**src/rtl/core/mmpef_pkg.sv**
```systemverilog
`default_nettype none
package mmpef_pkg;

  localparam int unsigned QUEUE_DEPTH_DEF = 16;
  localparam logic [7:0]  STATUS_MIN      = 8'h80;
  localparam int unsigned EVT_W           = 24;
  localparam int unsigned FILL_OUT_W      = 4;

  typedef enum logic [1:0] {
    CMD_LINK = 2'd0,
    CMD_PUSH = 2'd1,
    CMD_POP  = 2'd2,
    CMD_NOP  = 2'd3
  } cmd_t;

  typedef enum logic [0:0] {
    Q_IDLE     = 1'b0,
    Q_POP_WAIT = 1'b1
  } q_state_t;

  // Event offered to the queue by the parser stage.
  typedef struct packed {
    logic       push;
    logic [7:0] status;
    logic [7:0] first_data;
    logic [7:0] second_data;
  } evt_req_t;

endpackage
`default_nettype wire

```
**src/rtl/core/mmpef_ram.sv**
```systemverilog
`default_nettype none
module mmpef_ram #(
  parameter int unsigned WIDTH = 8,
  parameter int unsigned DEPTH = 16
) (
  input  wire logic                     clk,
  input  wire logic                     we,
  input  wire logic [$clog2(DEPTH)-1:0] waddr,
  input  wire logic [WIDTH-1:0]         wdata,
  input  wire logic                     re,
  input  wire logic [$clog2(DEPTH)-1:0] raddr,
  output logic      [WIDTH-1:0]         rdata
);

  logic [WIDTH-1:0] mem [DEPTH];
  logic [WIDTH-1:0] rdata_r;

  always_ff @(posedge clk) begin
    if (we) begin
      mem[waddr] <= wdata;
    end
    if (re) begin
      rdata_r <= mem[raddr];
    end
  end

  assign rdata = rdata_r;

endmodule
`default_nettype wire

```
**src/rtl/core/mmpef_parser.sv**
```systemverilog
`default_nettype none
module mmpef_parser
  import mmpef_pkg::*;
(
  input  wire logic       clk,
  input  wire logic       rst_n,
  input  wire logic       accept,
  input  wire cmd_t       cmd,
  input  wire logic [7:0] link_byte,
  input  wire logic [7:0] push_status,
  input  wire logic [7:0] push_first_data,
  input  wire logic [7:0] push_second_data,
  output evt_req_t        req
);

  logic       awaiting_r,  awaiting_nxt;
  logic [7:0] status_r,    status_nxt;
  logic [7:0] first_r,     first_nxt;

  always_ff @(posedge clk) begin
    if (!rst_n) begin
      awaiting_r <= 1'b0;
      status_r   <= 8'h00;
      first_r    <= 8'h00;
    end else begin
      awaiting_r <= awaiting_nxt;
      status_r   <= status_nxt;
      first_r    <= first_nxt;
    end
  end

  always_comb begin
    awaiting_nxt    = awaiting_r;
    status_nxt      = status_r;
    first_nxt       = first_r;
    req.push        = 1'b0;
    req.status      = status_r;
    req.first_data  = first_r;
    req.second_data = link_byte;
    unique case (cmd)
      CMD_LINK: begin
        // Any status byte, real-time ones included, restarts collection.
        if (link_byte >= STATUS_MIN) begin
          if (accept) begin
            status_nxt   = link_byte;
            awaiting_nxt = 1'b0;
          end
        end else if (!awaiting_r) begin
          if (accept) begin
            first_nxt    = link_byte;
            awaiting_nxt = 1'b1;
          end
        end else begin
          req.push = 1'b1;
          if (accept) begin
            awaiting_nxt = 1'b0;
          end
        end
      end
      CMD_PUSH: begin
        req.push        = 1'b1;
        req.status      = push_status;
        req.first_data  = push_first_data;
        req.second_data = push_second_data;
      end
      CMD_POP, CMD_NOP: begin
      end
      default: begin
      end
    endcase
  end

endmodule
`default_nettype wire

```
**src/rtl/core/mmpef_queue.sv**
```systemverilog
`default_nettype none
module mmpef_queue
  import mmpef_pkg::*;
#(
  parameter int unsigned QUEUE_DEPTH = QUEUE_DEPTH_DEF
) (
  input  wire logic                  clk,
  input  wire logic                  rst_n,
  input  wire logic                  in_valid,
  output logic                       in_ready,
  input  wire cmd_t                  cmd,
  input  wire evt_req_t              req,
  output logic                       out_valid,
  input  wire logic                  out_ready,
  output logic                       ev_valid,
  output logic [7:0]                 ev_status,
  output logic [7:0]                 ev_first_data,
  output logic [7:0]                 ev_second_data,
  output logic                       ev_dropped,
  output logic [FILL_OUT_W-1:0]      ev_fill
);

  localparam int unsigned PTR_W  = $clog2(QUEUE_DEPTH);
  localparam int unsigned FILL_W = (PTR_W + 1 > FILL_OUT_W) ? PTR_W + 1 : FILL_OUT_W;
  localparam logic [PTR_W-1:0] LAST_IDX = PTR_W'(QUEUE_DEPTH - 1);

  q_state_t                state_r, state_nxt;
  logic [PTR_W-1:0]        wp_r, wp_nxt;
  logic [PTR_W-1:0]        rp_r, rp_nxt;
  logic                    out_valid_r, out_valid_nxt;
  logic                    ev_valid_r, ev_valid_nxt;
  logic [7:0]              ev_status_r, ev_status_nxt;
  logic [7:0]              ev_first_r, ev_first_nxt;
  logic [7:0]              ev_second_r, ev_second_nxt;
  logic                    ev_dropped_r, ev_dropped_nxt;
  logic [FILL_OUT_W-1:0]   ev_fill_r, ev_fill_nxt;

  logic                    accept;
  logic [PTR_W-1:0]        wp_inc, rp_inc;
  logic                    full, empty, do_pop, do_write;
  logic [FILL_W-1:0]       fill;
  logic [EVT_W-1:0]        ram_rdata;

  assign accept = in_valid && in_ready;
  assign wp_inc = (wp_r == LAST_IDX) ? '0 : wp_r + PTR_W'(1);
  assign rp_inc = (rp_r == LAST_IDX) ? '0 : rp_r + PTR_W'(1);
  assign full   = (wp_inc == rp_r);
  assign empty  = (wp_r == rp_r);
  assign do_pop   = accept && (cmd == CMD_POP) && !empty;
  assign do_write = accept && req.push && !full;

  // Occupancy after this item, from the updated pointers.
  always_comb begin
    if (wp_nxt >= rp_nxt) begin
      fill = FILL_W'(wp_nxt) - FILL_W'(rp_nxt);
    end else begin
      fill = FILL_W'(QUEUE_DEPTH) - FILL_W'(rp_nxt) + FILL_W'(wp_nxt);
    end
  end

  mmpef_ram #(
    .WIDTH (EVT_W),
    .DEPTH (QUEUE_DEPTH)
  ) u_store (
    .clk   (clk),
    .we    (do_write),
    .waddr (wp_r),
    .wdata ({req.status, req.first_data, req.second_data}),
    .re    (do_pop),
    .raddr (rp_r),
    .rdata (ram_rdata)
  );

  always_ff @(posedge clk) begin
    if (!rst_n) begin
      state_r     <= Q_IDLE;
      wp_r        <= '0;
      rp_r        <= '0;
      out_valid_r <= 1'b0;
    end else begin
      state_r     <= state_nxt;
      wp_r        <= wp_nxt;
      rp_r        <= rp_nxt;
      out_valid_r <= out_valid_nxt;
    end
  end

  always_ff @(posedge clk) begin
    ev_valid_r   <= ev_valid_nxt;
    ev_status_r  <= ev_status_nxt;
    ev_first_r   <= ev_first_nxt;
    ev_second_r  <= ev_second_nxt;
    ev_dropped_r <= ev_dropped_nxt;
    ev_fill_r    <= ev_fill_nxt;
  end

  // A new item is taken only when the result register is free by the next edge.
  assign in_ready = (state_r == Q_IDLE) && (!out_valid_r || out_ready);

  always_comb begin
    state_nxt      = state_r;
    wp_nxt         = do_write ? wp_inc : wp_r;
    rp_nxt         = do_pop ? rp_inc : rp_r;
    out_valid_nxt  = out_valid_r && !out_ready;
    ev_valid_nxt   = ev_valid_r;
    ev_status_nxt  = ev_status_r;
    ev_first_nxt   = ev_first_r;
    ev_second_nxt  = ev_second_r;
    ev_dropped_nxt = ev_dropped_r;
    ev_fill_nxt    = ev_fill_r;
    unique case (state_r)
      Q_IDLE: begin
        if (accept) begin
          ev_valid_nxt   = 1'b0;
          ev_status_nxt  = 8'h00;
          ev_first_nxt   = 8'h00;
          ev_second_nxt  = 8'h00;
          ev_dropped_nxt = req.push && full;
          ev_fill_nxt    = fill[FILL_OUT_W-1:0];
          if (do_pop) begin
            state_nxt     = Q_POP_WAIT;
            out_valid_nxt = 1'b0;
          end else begin
            out_valid_nxt = 1'b1;
          end
        end
      end
      Q_POP_WAIT: begin
        ev_valid_nxt  = 1'b1;
        ev_status_nxt = ram_rdata[23:16];
        ev_first_nxt  = ram_rdata[15:8];
        ev_second_nxt = ram_rdata[7:0];
        out_valid_nxt = 1'b1;
        state_nxt     = Q_IDLE;
      end
      default: begin
        state_nxt = Q_IDLE;
      end
    endcase
  end

  assign out_valid      = out_valid_r;
  assign ev_valid       = ev_valid_r;
  assign ev_status      = ev_status_r;
  assign ev_first_data  = ev_first_r;
  assign ev_second_data = ev_second_r;
  assign ev_dropped     = ev_dropped_r;
  assign ev_fill        = ev_fill_r;

  a_wait_result_free: assert property (@(posedge clk) disable iff (!rst_n)
    (state_r == Q_POP_WAIT) |-> !out_valid_r)
    else $error("result register busy while a pop read is outstanding");

  a_drop_keeps_wp: assert property (@(posedge clk) disable iff (!rst_n)
    (accept && req.push && full) |=> $stable(wp_r))
    else $error("write pointer moved on a dropped push");

  a_pop_gives_event: assert property (@(posedge clk) disable iff (!rst_n)
    do_pop |=> (state_r == Q_POP_WAIT) ##1 (out_valid_r && ev_valid_r))
    else $error("pop of a non-empty queue did not return an event");

  a_ptr_range: assert property (@(posedge clk) disable iff (!rst_n)
    (wp_r <= LAST_IDX) && (rp_r <= LAST_IDX))
    else $error("queue pointer beyond the last entry");

  a_valid_not_dropped: assert property (@(posedge clk) disable iff (!rst_n)
    out_valid_r |-> !(ev_valid_r && ev_dropped_r))
    else $error("result reports both an event and a drop");

endmodule
`default_nettype wire

```
**src/rtl/core/midi_message_parser_event_fifo.sv**
```systemverilog
// Channel   Dir  Handshake             Payload
// in_       in   in_tvalid/in_tready   tuser: cmd; tdata: link byte, pushed event
// out_      out  out_tvalid/out_tready tuser: event_valid, dropped; tdata: event, fill
//
// Every item gives exactly one result. A pop of a non-empty queue passes through
// a wait state for the registered read of the event store; all other items go
// straight to the result register and are taken once per cycle unless it stalls.
// Synchronous active-low reset empties the queue and clears the parser; the
// event store itself is not cleared. A stalled result holds off further items.
`default_nettype none
module midi_message_parser_event_fifo
  import mmpef_pkg::*;
#(
  parameter int unsigned QUEUE_DEPTH = QUEUE_DEPTH_DEF
) (
  input  wire logic        clk,
  input  wire logic        rst_n,
  input  wire logic        in_tvalid,
  output logic             in_tready,
  // [7:0] link_byte, [15:8] push_status, [23:16] push_first_data,
  // [31:24] push_second_data
  input  wire logic [31:0] in_tdata,
  // [1:0] cmd
  input  wire logic [1:0]  in_tuser,
  output logic             out_tvalid,
  input  wire logic        out_tready,
  // [7:0] event_status, [15:8] event_first_data, [23:16] event_second_data,
  // [27:24] fill_level, [31:28] zero
  output logic [31:0]      out_tdata,
  // [0] event_valid, [1] dropped
  output logic [1:0]       out_tuser
);

  cmd_t                  cmd;
  evt_req_t              req;
  logic                  in_accept;
  logic                  ev_valid, ev_dropped;
  logic [7:0]            ev_status, ev_first, ev_second;
  logic [FILL_OUT_W-1:0] ev_fill;

  assign cmd       = cmd_t'(in_tuser);
  assign in_accept = in_tvalid && in_tready;

  mmpef_parser u_parser (
    .clk              (clk),
    .rst_n            (rst_n),
    .accept           (in_accept),
    .cmd              (cmd),
    .link_byte        (in_tdata[7:0]),
    .push_status      (in_tdata[15:8]),
    .push_first_data  (in_tdata[23:16]),
    .push_second_data (in_tdata[31:24]),
    .req              (req)
  );

  mmpef_queue #(
    .QUEUE_DEPTH (QUEUE_DEPTH)
  ) u_queue (
    .clk            (clk),
    .rst_n          (rst_n),
    .in_valid       (in_tvalid),
    .in_ready       (in_tready),
    .cmd            (cmd),
    .req            (req),
    .out_valid      (out_tvalid),
    .out_ready      (out_tready),
    .ev_valid       (ev_valid),
    .ev_status      (ev_status),
    .ev_first_data  (ev_first),
    .ev_second_data (ev_second),
    .ev_dropped     (ev_dropped),
    .ev_fill        (ev_fill)
  );

  assign out_tdata = {4'h0, ev_fill, ev_second, ev_first, ev_status};
  assign out_tuser = {ev_dropped, ev_valid};

endmodule
`default_nettype wire
```
**config.mk**
```make
export PLATFORM = sky130hd
export DESIGN_NAME = midi_message_parser_event_fifo
export DESIGN_NICKNAME = d
export VERILOG_FILES = /design/src/rtl/core/mmpef_pkg.sv /design/src/rtl/core/mmpef_ram.sv /design/src/rtl/core/mmpef_parser.sv /design/src/rtl/core/mmpef_queue.sv /design/src/rtl/core/midi_message_parser_event_fifo.sv
export SDC_FILE = /design/constraint.sdc
export NUM_CORES = 1
export LEC_CHECK = 0
export ABC_CLOCK_PERIOD_IN_PS = 5350
export BUFFER_PORTS_ARGS = -buffer_cell sky130_fd_sc_hd__buf_2
export CELL_PAD_IN_SITES_DETAIL_PLACEMENT = 1
export CELL_PAD_IN_SITES_GLOBAL_PLACEMENT = 1
export CORE_MARGIN = 2
export CORE_UTILIZATION = 50
export DETAILED_ROUTE_END_ITERATION = 7
export PLACE_DENSITY_LB_ADDON = 0.1
export SETUP_SLACK_MARGIN = 0.02
export SYNTH_ARGS = -nofsm -noshare
export SYNTH_HDL_FRONTEND = slang
export SYNTH_HIERARCHICAL = 1
export SYNTH_SLANG_ARGS = --single-unit
```
**constraint.sdc**
```tcl
create_clock -name clk -period 5.35 [get_ports clk]
set_clock_uncertainty 0.2 [all_clocks]
set_input_delay 1.605 -clock clk [delete_from_list [all_inputs] [get_ports clk]]
set_output_delay 1.605 -clock clk [all_outputs]
set_load 0.05 [all_outputs]
```
---- Word-level counts from Yosys, hierarchy flattened ----
Memory sizes are Yosys's and may differ from the RTL's. A register that Yosys moved wholly into a read port is not among the register bits.
Index checks and enable logic that the tools add are counted.
Widths: inputs -> output; s select.
storage, ports and cells
  register bits ........................... 57
  memories kept ........................... 1
  memory bits (writable) .................. 384
  logic and storage cells ................. 77
  output and inout port bits .............. 36
  input bits .............................. 38
operators by class
  bitwise logic cells ..................... 3
  reductions and logical operators ........ 18
  order comparisons ....................... 2
  eq/ne operators ......................... 8
  multiplexer cells ....................... 27
  add/sub/neg operators ................... 5
memory list
  memory               words  bits a word  rd ports  clocked after memory_dff  wr ports  RTL line         RTL
  u_queue.u_store.mem  16     24           1         1                         1         mmpef_ram.sv:15  logic [WIDTH-1:0] mem [DEPTH];
operators with widths
  kind                 number
  $pmux 8 s2           3
  $mux 24              1
  $mux 4               5
  $mux 1               13
  $add 4x1->4 const B  2
  $eq 4x4->1           2
  $eq 4x4->1 const B   2
  $ge 8x8->1 const B   1
  $logic_and 1x1->1    8
  $mux 8               1
  $pmux 1 s2           4
  $add 4x4->4          1
  $ge 4x4->1           1
  $logic_not 1->1      4
  $ne 2x1->1 const B   2
  $reduce_and 2->1     2
  $reduce_and 4->1     1
  $sub 1x4->4 const A  1
  $sub 4x4->4          1
  $not 1->1            3
  $reduce_and 3->1     1
  $eq 2x1->1 const B   1
  $eq 2x2->1 const B   1
  $logic_not 2->1      1
  $logic_or 1x1->1     1

---- Logic depth before layout (Yosys ltp) ----
Gate-level depths: netlist of the first run.
  word-level depth ........................ 10
  gate-level depth with buffers ........... 12
  gate-level depth less buffers ........... 12

---- Modules after synthesis ----
Netlist of the first run, hierarchy kept.
modules (own cells, without submodules)
  module                          sequential area each (sq um)  times used  area an instance (sq um)  cells each
  mmpef_ram                       12251.8                       1           15170.8                   636
  mmpef_queue                     1101.1                        1           2034.5                    169
  mmpef_parser                    340.3                         1           909.6                     97
  midi_message_parser_event_fifo  0.0                           1           55.1                      8

---- Worst setup path before layout of the first run ----
Ideal clock, no wire load.
  kind .................................... input to register
  start ................................... input out_tready
  end ..................................... register u_queue.ev_fill_r[3], in the netlist u_queue/ev_fill[3] (data pin)
  stages on the path ...................... 9
  setup slack ............................. 0.283 ns
  arrival time ............................ 4.599 ns
  data required time ...................... 4.882 ns
  buffers on the path ..................... 0
  library setup time ...................... 0.268 ns
  cells stage by stage .................... nand2b_1 nand4b_1 a21oi_1 mux2_2 ha_1 inv_1 a21o_1 a21oi_1 xnor3_1
between the ends
  word-level cells in the longest chain between the ends .. 9
  elaborated cells between the ends (all ways) .. 14
  those cells by class .................... add/sub: 3; order compare: 1; mux: 3; reduce/logical: 7
RTL lines
  element                             RTL line                              RTL
  start: declaration                  midi_message_parser_event_fifo.sv:26  input wire logic out_tready,
  $logic_or 1x1->1 (*)                mmpef_queue.sv:98                     assign in_ready = (state_r == Q_IDLE) && (!out_valid_r || out_ready);
  $logic_and 1x1->1 (*)               mmpef_queue.sv:98
  $logic_and 1x1->1 (*)               mmpef_queue.sv:44                     assign accept = in_valid && in_ready;
  $logic_and 1x1->1 (*) (2 in a row)  mmpef_queue.sv:49                     assign do_pop = accept && (cmd == CMD_POP) && !empty;
  net u_queue.do_pop                  mmpef_queue.sv:40                     logic full, empty, do_pop, do_write;
  $mux 4 (*)                          mmpef_queue.sv:103                    rp_nxt = do_pop ? rp_inc : rp_r;
  net u_queue.rp_nxt[0]               mmpef_queue.sv:29                     logic [PTR_W-1:0] rp_r, rp_nxt;
  $sub 1x4->4                         mmpef_queue.sv:57                     fill = FILL_W'(QUEUE_DEPTH) - FILL_W'(rp_nxt) + FILL_W'(wp_nxt);
  $add 4x4->4                         mmpef_queue.sv:57
  $mux 4 (*)                          mmpef_queue.sv:54                     if (wp_nxt >= rp_nxt) begin
  net u_queue.fill[3]                 mmpef_queue.sv:41                     logic [FILL_W-1:0] fill;
  end signal: assignment              mmpef_queue.sv:94                     ev_fill_r <= ev_fill_nxt;
  end: declaration                    mmpef_queue.sv:36                     logic [FILL_OUT_W-1:0] ev_fill_r, ev_fill_nxt;
The timed path passes the listed nets; every way through them passes the cells marked *.
A chain may end at the register's enable or synchronous reset.

---- Worst setup path in the final report of the first run ----
  start ................................... input out_tready
  end ..................................... output in_tready
between the ends
  word-level cells in the longest chain between the ends .. 2
RTL lines
  element            RTL line                              RTL
  $logic_or 1x1->1   mmpef_queue.sv:98
  $logic_and 1x1->1  mmpef_queue.sv:98
  end: declaration   midi_message_parser_event_fifo.sv:19  output logic in_tready,
No other way between the ends.

==> results.cfg, run 1 <==
[place]
post-place-ws_ns = 0.926
hpwl_um = 25100
portBuffers = 69
gp_congestion = 0.755

[timing]
fin_crit_sh_pct = 77.8
fin_ws_ns = 1.19
finalHoldViolCount = 0
relSlewSlack_pct = 25.6
tightest_slew_ns = 1.11
rsz0062_at_grt = no
totalNegativeSetupSlack_ns = 0
maxSlewViolCount = 0
setup_viol = 0
max_freq_ghz = 0.240
period_minus_slack_ns = 4.16

[synthesis]
synthCells = 910
synth_edf_count = 438
yosys_warnings = 6
ys.flop_type = edfxtp_1
syn_area_per_cell_um2 = 20.0
synth_cell_type_count = 59
ys_ff_latch = 465
seq_area_frac_synth_pct = 75.4
synth-async-reset-ratio_pct = 0
synth_area_um2 = 18200

[critical_path]
critPathKind = input port to output port
startpoint_type = input port
cp_max_fo = 4
required_ns = 3.55
worst_setup_path_end_kind = output port
crit_arrival_ns = 2.36

[detailed_routing]
vias = 9042
drc = 0
drt_iter0_markers = 723
ant_nets = 0
wl_per_cell_um = 27.7
routed_wl_um = 41500
dr.pass1.iters = 5
via_per_inst = 6.03

[die]
die-height_um = 195
die_area_um2 = 37900
io_pins = 74
die_w_um = 195
start_util_pct = 51.0
row_count = 69
coreArea_um2 = 35700

[power_and_ir_drop]
p_per_area_nw_per_um2 = 367
seqPwrFrac_pct = 52.9
p_leak_nw = 6.82
clkPwrFrac_pct = 43.9
p_int_w = 0.00606
power_switching_w = 0.00155
switching_share_pct = 20.4
combPwrFrac_pct = 3.3
ir_worst_vdd_mv = 0.262

[clock_network]
clockRootBuffer = clkbuf_16
clock_sink_count = 465
cts_tree = yes
numCtsBuffers = 47
postCtsSetupBuffers = 0
cts_max_level = 2
clkLatencyLatePin_ns = 0.56
clk_path_buf_depth = 3
cts_resized = 0
cts.clk_slew.worst_paths_ns = 0.06
hold_buffers = 0

[global_route]
grt_first_pass_wirelength_um = 62300
grt_overflow = 0
grtUsageTotal_pct = 22.6
antenna_found_initial = 0
grt_pass1_vias = 9701
grt_max_degree = 71

[final_layout]
antenna_cells = 0
fin_nets = 1046
drive_gt1_share_pct = 30.5
syn_to_final_growth_pct = 14.2

[flow_run]
maxCapViolations = 0

[outcome]
status = completed

[min_path]
hold_path.class = flip-flop to flip-flop
[cell usage in the layout, fill, tap and decap left out, types with 12 or more instances in the layout]
cell type	n
edfxtp_1	438
mux4_2	96
buf_2	69
clkbuf_16	49
a22oi_1	49
nand2_1	46
and2_1	34
dfxtp_1	25
mux2_2	23
buf_4	21
inv_1	12
nor2_4	12
[metal layers]
| metal | global-route usage (%) | vias up | part of all wire, % |
|---|---|---|---|
| met5 | 0 | - | 0 |
| met3 | 3.44 | 64 | 4.2 |
| met4 | 7.24 | 0 | 2.6 |
| li1 | - | 3875 | - |
| met2 | 36.9 | 222 | 49 |
| met1 | 31.6 | 4881 | 44 |
[flip-flops by register name (all words and copies together), names as in the netlist, 8 cells and up]
signal,count
u_parser/first_r,8
u_queue/u_store/mem,384
u_queue/ev_first_data,8
u_parser/status_r,8
u_queue/ev_second_data,8
u_queue/u_store/rdata,24
u_queue/ev_status,8
[stage by stage]
step / std cells / util, % / total power, W / hold WS [ns] / cell area, um2
2_1_floorplan: 913 / - / 0.00426 / 0.235 / 18200
3_3_place_gp: 1415 / 53.8 / 0.00435 / 0.249 / 19200
3_5_place_dp: 1415 / 53.8 / 0.00435 / 0.264 / 19200
4_1_cts: 1500 / 58.2 / 0.00768 / 0.276 / 20800
5_1_grt: 1500 / 58.2 / 0.00781 / 0.302 / 20800
6_report: 1500 / 58.2 / 0.00761 / 0.270 / 20800
[cell usage after synthesis (2+ instances only)]
library cell / number / share of area [%]
a21boi_0: 2 / 0.083
a21o_1: 2 / 0.083
a21oi_1: 4 / 0.11
a22oi_1: 49 / 2.0
a2bb2oi_1: 2 / 0.096
a31oi_1: 3 / 0.10
and2_1: 34 / 1.2
and3b_1: 2 / 0.096
buf_2: 14 / 0.39
buf_4: 7 / 0.29
buf_6: 8 / 0.50
clkbuf_1: 24 / 0.50
dfxtp_1: 27 / 3.0
edfxtp_1: 438 / 72
ha_1: 5 / 0.34
inv_1: 12 / 0.25
mux2_2: 23 / 1.4
mux2i_1: 9 / 0.50
mux4_2: 96 / 12
nand2_1: 46 / 0.95
nand2b_1: 5 / 0.17
nand3_1: 11 / 0.30
nand3b_1: 3 / 0.12
nand4b_1: 2 / 0.096
nor2_1: 17 / 0.35
nor2b_1: 10 / 0.34
nor3_1: 5 / 0.14
o211ai_1: 2 / 0.083
o21ai_0: 11 / 0.30
o22ai_1: 2 / 0.069
xnor2_1: 2 / 0.096
xor2_1: 6 / 0.29
[power groups by stage]
stage | Combinational (W) | Sequential, W | Clock [W]
after global placement | 0.000248 | 0.00410 | 0
after floorplan | 0.000122 | 0.00414 | 0
after detailed placement | 0.000252 | 0.00410 | 0
after global routing | 0.000267 | 0.00402 | 0.00352
final | 0.000248 | 0.00402 | 0.00334
after CTS | 0.000253 | 0.00402 | 0.00340
[final timing paths]
kind / cells after the start / slack (ns) / end / start
worst max-delay path: 4 / 1.19 / in_tready / out_tready
worst min-delay path: 2 / 0.27 / u_parser/first_r[5]$_SDFFE_PN0P_ / u_parser/first_r[5]$_SDFFE_PN0P_
worst max register to register: 8 / 1.33 / u_queue/u_store/mem[2][22]$_DFFE_PP_ / u_queue/wp_r[0]$_SDFF_PN0_
worst min register to register: 2 / 0.27 / u_parser/first_r[5]$_SDFFE_PN0P_ / u_parser/first_r[5]$_SDFFE_PN0P_
[cell families (layout without fill, tap and decap cells)]
group,after synthesis,after routing,share of synthesized area [%]
adder cells (fa/ha/maj),5,5,0.344
buffers and inverters,65,191,1.91
XOR/XNOR,10,10,0.640
AND/OR/NAND/NOR,149,149,4.40
other,1,4,0.0206
AO/OA/AOI/OAI,87,87,3.50
multiplexers,128,128,13.8
flip-flops,465,465,75.4
[worst max-delay path, stage by stage]
cell,delay (ns)
buf_2,0.07
nand2b_1,0.14
nor2b_1,0.23
buf_2,0.31
[area by class of cell]
type,instances,area [um2]
Multi-Input combinational cell,383,4280
Tap cell,461,577
Timing Repair Buffer,94,583
Clock buffer,57,1270
Inverter,12,45.0
Sequential cell,465,13700
Fill cell,3081,14900
Clock inverter,28,309
(Power assumes the default switching activity.)
==> run 2, diff against run 1 <==
--- a/config.mk
+++ b/config.mk
@@ -5,12 +5,12 @@
 export SDC_FILE = /design/constraint.sdc
 export NUM_CORES = 1
 export LEC_CHECK = 0
-export ABC_CLOCK_PERIOD_IN_PS = 5350
+export ABC_CLOCK_PERIOD_IN_PS = 3600
 export BUFFER_PORTS_ARGS = -buffer_cell sky130_fd_sc_hd__buf_2
 export CELL_PAD_IN_SITES_DETAIL_PLACEMENT = 1
 export CELL_PAD_IN_SITES_GLOBAL_PLACEMENT = 1
 export CORE_MARGIN = 2
-export CORE_UTILIZATION = 50
+export CORE_UTILIZATION = 49
 export DETAILED_ROUTE_END_ITERATION = 7
 export PLACE_DENSITY_LB_ADDON = 0.1
 export SETUP_SLACK_MARGIN = 0.02
==> constraint.sdc (replaced) <==
create_clock -name clk -period 3.6 [get_ports clk]
set_clock_uncertainty 0.2 [all_clocks]
set_input_delay 1.08 -clock clk [delete_from_list [all_inputs] [get_ports clk]]
set_output_delay 1.08 -clock clk [all_outputs]
set_load 0.05 [all_outputs]
==> run 2 against run 1 <==
Effect of this change: final cell count increased by 3.6%; clock power increased by 52%; non-clock buffer count increased by 42; critical path depth increased by 5; global-route usage increased by 0.66 points; highest routed layer unchanged; worst setup slack got worse by 0.89 ns; sequential share of layout area decreased by 1.9 points; worst hold slack got worse by 0.0019 ns.
==> results.cfg, run 2 (same netlist as run 1, synthesis figures left out) <==
[clock_network]
postCtsSetupBuffers = 0
hold_buffers = 0
cts.clk_slew.worst_paths_ns = 0.06
clockRootBuffer = clkbuf_16
cts_tree = yes
clkLatencyLatePin_ns = 0.59
clock_sink_count = 465
cts_max_level = 2
clk_path_buf_depth = 3
numCtsBuffers = 48

[detailed_routing]
vias = 9078
drt_iter0_markers = 601
routed_wl_um = 43000
via_per_inst = 5.84
wl_per_cell_um = 27.7
ant_nets = 0
dr.pass1.iters = 4
drc = 0

[place]
hpwl_um = 26300
dpl-instance-area_um2 = 19800
portBuffers = 69
gp_congestion = 0.749

[critical_path]
cp_max_fo = 24
critPathKind = flip-flop to flip-flop
required_ns = 3.68
crit_arrival_ns = 3.37
rrSetupSlack_ns = 0.30
worst_setup_path_end_kind = flip-flop
startpoint_type = flip-flop

[die]
row_count = 70
io_pins = 74
die_w_um = 197
coreArea_um2 = 36500
die-height_um = 197
start_util_pct = 49.7
die_area_um2 = 38600

[power_and_ir_drop]
ir_worst_vdd_mv = 0.613
p_per_area_nw_per_um2 = 535
p_leak_nw = 7.09

[final_layout]
regMostFlops = u_queue/u_store/mem
fin_nets = 1089
drive_gt1_share_pct = 32.9
design_area_um2 = 21400
most-common-layout-cells = edfxtp_1 (438), mux4_2 (96), buf_2 (69)
largest_register_ffs = 384
post-route-util_pct = 58.5
final_common_cell = edfxtp_1
n_fill_cell = 3118
syn_to_final_growth_pct = 17.7
antenna_cells = 0

[timing]
relSlewSlack_pct = 36.2
tightest_slew_ns = 0.956
period_minus_slack_ns = 3.30
fin_crit_sh_pct = 91.5
setup_viol = 0
max_freq_ghz = 0.303
rsz0062_at_grt = no
finalHoldViolCount = 0
maxSlewViolCount = 0

[global_route]
grt_pass1_vias = 9934
grt_overflow = 0
antenna_found_initial = 0
grt_max_degree = 98
grtUsageTotal_pct = 23.2
grt_first_pass_wirelength_um = 64500

[outcome]
status = completed

[min_path]
hold_path.class = flip-flop to flip-flop

[flow_run]
maxCapViolations = 0
-- run 2: changes by cell type in the layout (fill, tap and decap cells not counted), sizes merged --
cell / previous run / this run
inv: 13 / 14
clkbuf: 57 / 54
bufinv: 6 / 8
clkinv: 18 / 23
buf: 94 / 136
-- run 2: power by group --
group	internal, W	switching [W]
clock network	0.00303	0.00205
logic	0.000115	0.000276
registers	0.00596	0.0000123
total	0.00910	0.00234
-- run 2: final cells by class --
type	count	area, um2	share of cell area (%)
clock buffers	54	1220	5.72
well taps	468	586	2.74
multi-input cells	383	4290	20.1
flip-flops and latches	465	13700	64.1
inverters	12	45.0	0.211
clock inverters	36	399	1.87
repair buffers	136	1140	5.31
-- run 2: what timing repair did --
action,4_1_cts,5_1_grt
setup endpoints to repair,0,1
gates resized for setup,0,1
hold endpoints to repair,0,0
-- run 2: layer usage --
metal / share of wire, % / global-route usage [%]
met4: 1.9 / 5.53
met5: 0 / 0
met3: 4.2 / 4.14
met2: 50 / 39.0
met1: 44 / 32.0
-- run 2: path summary, 6_finish.rpt --
check | startpoint | endpoint | cells after the start
max | u_queue/wp_r[0]$_SDFF_PN0_ | u_queue/u_store/mem[0][5]$_DFFE_PP_ | 9
min | u_parser/first_r[5]$_SDFFE_PN0P_ | u_parser/first_r[5]$_SDFFE_PN0P_ | 2
max reg2reg | u_queue/wp_r[0]$_SDFF_PN0_ | u_queue/u_store/mem[0][5]$_DFFE_PP_ | 9
min reg2reg | u_parser/first_r[5]$_SDFFE_PN0P_ | u_parser/first_r[5]$_SDFFE_PN0P_ | 2
-- run 2: worst max-delay path, cell delays in order (launching register included) --
cell	delay, ns
dfxtp_1	0.32
ha_1	0.27
a21oi_1	0.28
o22ai_1	0.19
o2111ai_1	0.36
nand2_1	0.15
inv_1	0.18
or3b_2	0.60
nor3_4	0.20
buf_12	0.23
-- run 2: through the flow --
step / TNS, ns / hold slack (ns) / instances / total power, W / setup WS (ns)
3_3_place_gp: -0.00764 / 0.244 / 1464 / 0.00648 / -0.00764
5_1_grt: 0 / 0.288 / 1554 / 0.0118 / 0.0305
3_5_place_dp: -0.0832 / 0.259 / 1464 / 0.00648 / -0.0753
4_1_cts: 0 / 0.271 / 1554 / 0.0116 / 0.226
6_report: 0 / 0.268 / 1554 / 0.0114 / 0.304
2_1_floorplan: -33.69 / 0.235 / 913 / 0.00633 / -0.586
